==> config.mk <==
export PLATFORM = sky130hd
export DESIGN_NAME = abo_olap
export DESIGN_NICKNAME = d
export VERILOG_FILES = /design/src/aabb_broadphase_overlap_table_defines.svh /design/src/abo_pkg.sv /design/src/abo_olap.sv
export SDC_FILE = /design/constraint.sdc
export NUM_CORES = 1
export LEC_CHECK = 0
export ABC_AREA = 0
export BUFFER_PORTS_ARGS = -buffer_cell sky130_fd_sc_hd__buf_2
export CAP_MARGIN = 20
export CORE_AREA = 3 3 150 152
export DETAILED_ROUTE_END_ITERATION = 12
export DIE_AREA = 0 0 153 155
export PLACE_DENSITY = 0.5
export SLEW_MARGIN = 20
export SYNTH_ARGS = -nofsm -noshare
export SYNTH_HDL_FRONTEND = slang
export SYNTH_SLANG_ARGS = --single-unit
==> constraint.sdc <==
create_clock -name vclk -period 5.36
set_input_delay 0.536 -clock vclk [all_inputs]
set_output_delay 0.536 -clock vclk [all_outputs]
set_load 0.02 [all_outputs]
==> src/aabb_broadphase_overlap_table_defines.svh <==
// assertion macros shared by the broadphase table rtl
`ifndef AABB_BROADPHASE_OVERLAP_TABLE_DEFINES_SVH
`define AABB_BROADPHASE_OVERLAP_TABLE_DEFINES_SVH
`ifndef NO_ASSERTIONS
// check a property while out of reset
`define ABO_ASSERT(lbl, prop, msg) \
  lbl: assert property (@(posedge clk) disable iff (!rst_n) prop) else $error(msg);
// check a property at every edge, reset included
`define ABO_ASSERT_ALWAYS(lbl, prop, msg) \
  lbl: assert property (@(posedge clk) prop) else $error(msg);
`else
`define ABO_ASSERT(lbl, prop, msg)
`define ABO_ASSERT_ALWAYS(lbl, prop, msg)
`endif
`endif

==> src/abo_pkg.sv <==
// shared constants and codes for the broadphase overlap table
package abo_pkg;

  // default sizes
  localparam int SLOT_COUNT_DEF = 64;
  localparam int COORD_BITS_DEF = 32;

  // command codes
  localparam logic [1:0] CMD_INSERT = 2'd0;
  localparam logic [1:0] CMD_REMOVE = 2'd1;
  localparam logic [1:0] CMD_UPDATE = 2'd2;
  localparam logic [1:0] CMD_QUERY  = 2'd3;

  // status codes
  localparam logic [1:0] ST_OK      = 2'd0;
  localparam logic [1:0] ST_FULL    = 2'd1;
  localparam logic [1:0] ST_INVALID = 2'd2;

  // entry layout: used flag, world-only flag, then the six coordinates
  localparam int F_USED = 0;
  localparam int F_WO   = 1;
  localparam int F_BOX  = 2;

endpackage

==> src/abo_olap.sv <==
// signed box overlap test, touching counts as overlap
module abo_olap #(
  parameter int COORD_BITS = abo_pkg::COORD_BITS_DEF
) (
  input  logic [6*COORD_BITS-1:0] box_a,
  input  logic [6*COORD_BITS-1:0] box_b,
  output logic                    overlap
);

  logic signed [COORD_BITS-1:0] alo [3];
  logic signed [COORD_BITS-1:0] ahi [3];
  logic signed [COORD_BITS-1:0] blo [3];
  logic signed [COORD_BITS-1:0] bhi [3];
  logic [2:0]                   apart;

  // per axis: apart if one upper bound lies strictly below the other lower
  always_comb begin
    for (int a = 0; a < 3; a++) begin
      alo[a]   = box_a[a*COORD_BITS +: COORD_BITS];
      ahi[a]   = box_a[(a+3)*COORD_BITS +: COORD_BITS];
      blo[a]   = box_b[a*COORD_BITS +: COORD_BITS];
      bhi[a]   = box_b[(a+3)*COORD_BITS +: COORD_BITS];
      apart[a] = (bhi[a] < alo[a]) || (ahi[a] < blo[a]);
    end
    overlap = ~|apart;
  end

endmodule

==> results.yml <==
clock_tree:
  post_cts_resized: 0
  post-cts-setup-buffer-count: 0
  postCtsHoldBufs: 0
die:
  die_h_um: 155
  dieWidth_um: 153
  coreArea_um2: 21150
  ioPinCount: 385
  dieArea_um2: 23720
  rows: 53
  start_util: 0.2208
placement:
  dpl.cell_count: 1310
  io_buffers: 385
  placed_cell_area_um2: 6949
  gp_congestion: 0.8760
  place_hpwl_um: 17830
timing:
  finalCriticalPeriod_ns: 3.691
  maxSlewHeadroom: 0.4614
  finalCritPeriodShare: 0.6887
  rsz0062_at_grt: "no"
  finalHoldViolations: 0
  slew_viol_final: 0
  max_freq_mhz: 270.9
  tightest_slew_ns: 0.7875
  setup_violations: 0
  final.setup.tns_ns: 0
detailed_routing:
  drc_errors: 0
  via_count: 5646
  wirelength_um: 18230
  drt-initial-drc-count: 169
  wire_per_inst_um: 13.92
  drt_pass1_iterations: 4
  viasPerCell: 4.310
  ant_nets: 0
worst_hold_path:
  hp-start: "box_b[159]"
  worstHoldPathType: "input port to output port"
status:
  status: "completed"
job:
  cap_violations: 0
final_layout:
  design_area_um2: 6949
  num-nets-final: 1607
  nFlopsAndLatches: 0
  instances_no_fill: 1310
  seq_area_um2: 0
  drive_gt1_frac: 0.3739
  num_antenna_cells: 0
  syn_to_final_growth_pct: 48.78
  clock_buffer_count: 0
power_and_ir_drop:
  power_density_nw_per_um2: 66.85
  irDropWorstVdd_mv: 0.02590
  p_leak_nw: 4.606
grt:
  grt_first_pass_wirelength_um: 27500
  overflow: 0
  grt_pass1_vias: 5704
  antenna_found_initial: 2
  grt_max_degree: 4
  grt_use_total: 0.1405
synthesis:
  yosysTopAreaCell: "ha_1"
  synth_area_leaders: "ha_1 (50%), inv_1 (15%), a21oi_1 (5.6%)"
  synthesis.area_um2: 4671
  synth_cell_types: 37
  synth.avg_cell_area_um2: 7.197
  synth_sequential_area_ratio: 0
  synth_warnings: 0
  yosysTopAreaCellShare: 0.4983
  synthCells: 649
  synth_nets: 1219
worst_setup_path:
  required_ns: 4.82
  cp.arrival_ns: 3.16
  worstSetupEndpointType: "output port"
  worstPathMaxFanout: 3
  crit_path_end: "overlap"
  worstSetupPathType: "input port to output port"
  worstSetupStartpointType: "input port"
  crit_start: "box_a[95]"
==> cell type report <==
| class | count | area [µm²] |
|---|---|---|
| Fill cell | 2369 | 14200 |
| Inverter | 192 | 720.7 |
| Multi-Input combinational cell | 457 | 3950 |
| Tap cell | 275 | 344.1 |
| Timing Repair Buffer | 386 | 1934 |
==> critical path, cell delays in order <==
cell and delay, ns:
buf_2 0.07, inv_1 0.03, ha_1 0.35, nand4_1 0.17, nor3_1 0.09, a2111oi_0 0.74
o221ai_1 0.24, a2111o_1 0.40, nor4_2 0.27, buf_2 0.24
==> synth_stat cells (7+ instances only) <==
| master | instances |
|---|---|
| a2111oi_0 | 7 |
| nand4_1 | 28 |
| o21ai_0 | 17 |
| nand2_1 | 33 |
| nor2_1 | 20 |
| a21oi_1 | 52 |
| ha_1 | 186 |
| a211oi_1 | 11 |
| a21o_1 | 34 |
| nand2b_1 | 7 |
| nand3_1 | 10 |
| inv_1 | 192 |
==> cell families after synthesis <==
family	synth area share
simple gates	0.1331
fa+ha+maj	0.4983
mux	0.002143
compound gates	0.2122
buf+inv	0.1543
==> cells in the final DEF, fill, tap and decap left out, drive strengths merged <==
cell	count
buf	386
inv	192
ha	186
a21oi	52
a21o	34
nand2	33
nand4	28
nor2	20
o21ai	17
a211oi	11
nand3	10
a2111oi	8
nand2b	7
o21a	5
o211ai	5
nor3	5
nor4	5
or4	3
a221oi	3
nor2b	3
a2111o	3
o2111ai	2
a31oi	2
and4	2
o221ai	2
a41oi	1
nor4b	1
mux2i	1
o31a	1
o311a	1
and4b	1
o311ai	1
nand3b	1
or3	1
a222oi	1
a21boi	1
==> where the power goes <==
part	internal, mW	switching, mW	leakage [nW]
Sequential	0	0	0
Combinational	0.245	0.220	4.61
Clock	0	0	0
Total	0.245	0.220	4.61
==> stage by stage <==
stage	setup WS, ns	hold slack [ns]	utilization	total power [mW]
2_1_floorplan	2.338	1.497	-	0.2459
3_3_place_gp	1.639	1.851	0.3285	0.4671
3_5_place_dp	1.549	1.854	0.3285	0.4707
4_1_cts	1.537	1.861	0.3285	0.4743
5_1_grt	1.430	1.909	0.3285	0.5416
6_report	1.669	1.812	0.3285	0.4646
==> worst min path at each step <==
| stage | end | cells past startpoint |
|---|---|---|
| 6_report | overlap | 6 |
| 5_1_grt | overlap | 6 |
| 4_1_cts | overlap | 6 |
| 3_5_place_dp | overlap | 6 |
| 3_3_place_gp | overlap | 6 |
| 2_1_floorplan | overlap | 4 |
==> per-layer routing <==
metal	vias to the layer above	share of wire	track usage
met3	14	0.080	0.02754
met4	4	0.0092	0.01103
li1	3036	-	-
met1	2343	0.40	0.1647
met2	249	0.51	0.2744
met5	-	0.0014	0
Power figures use the tool's default switching activity.
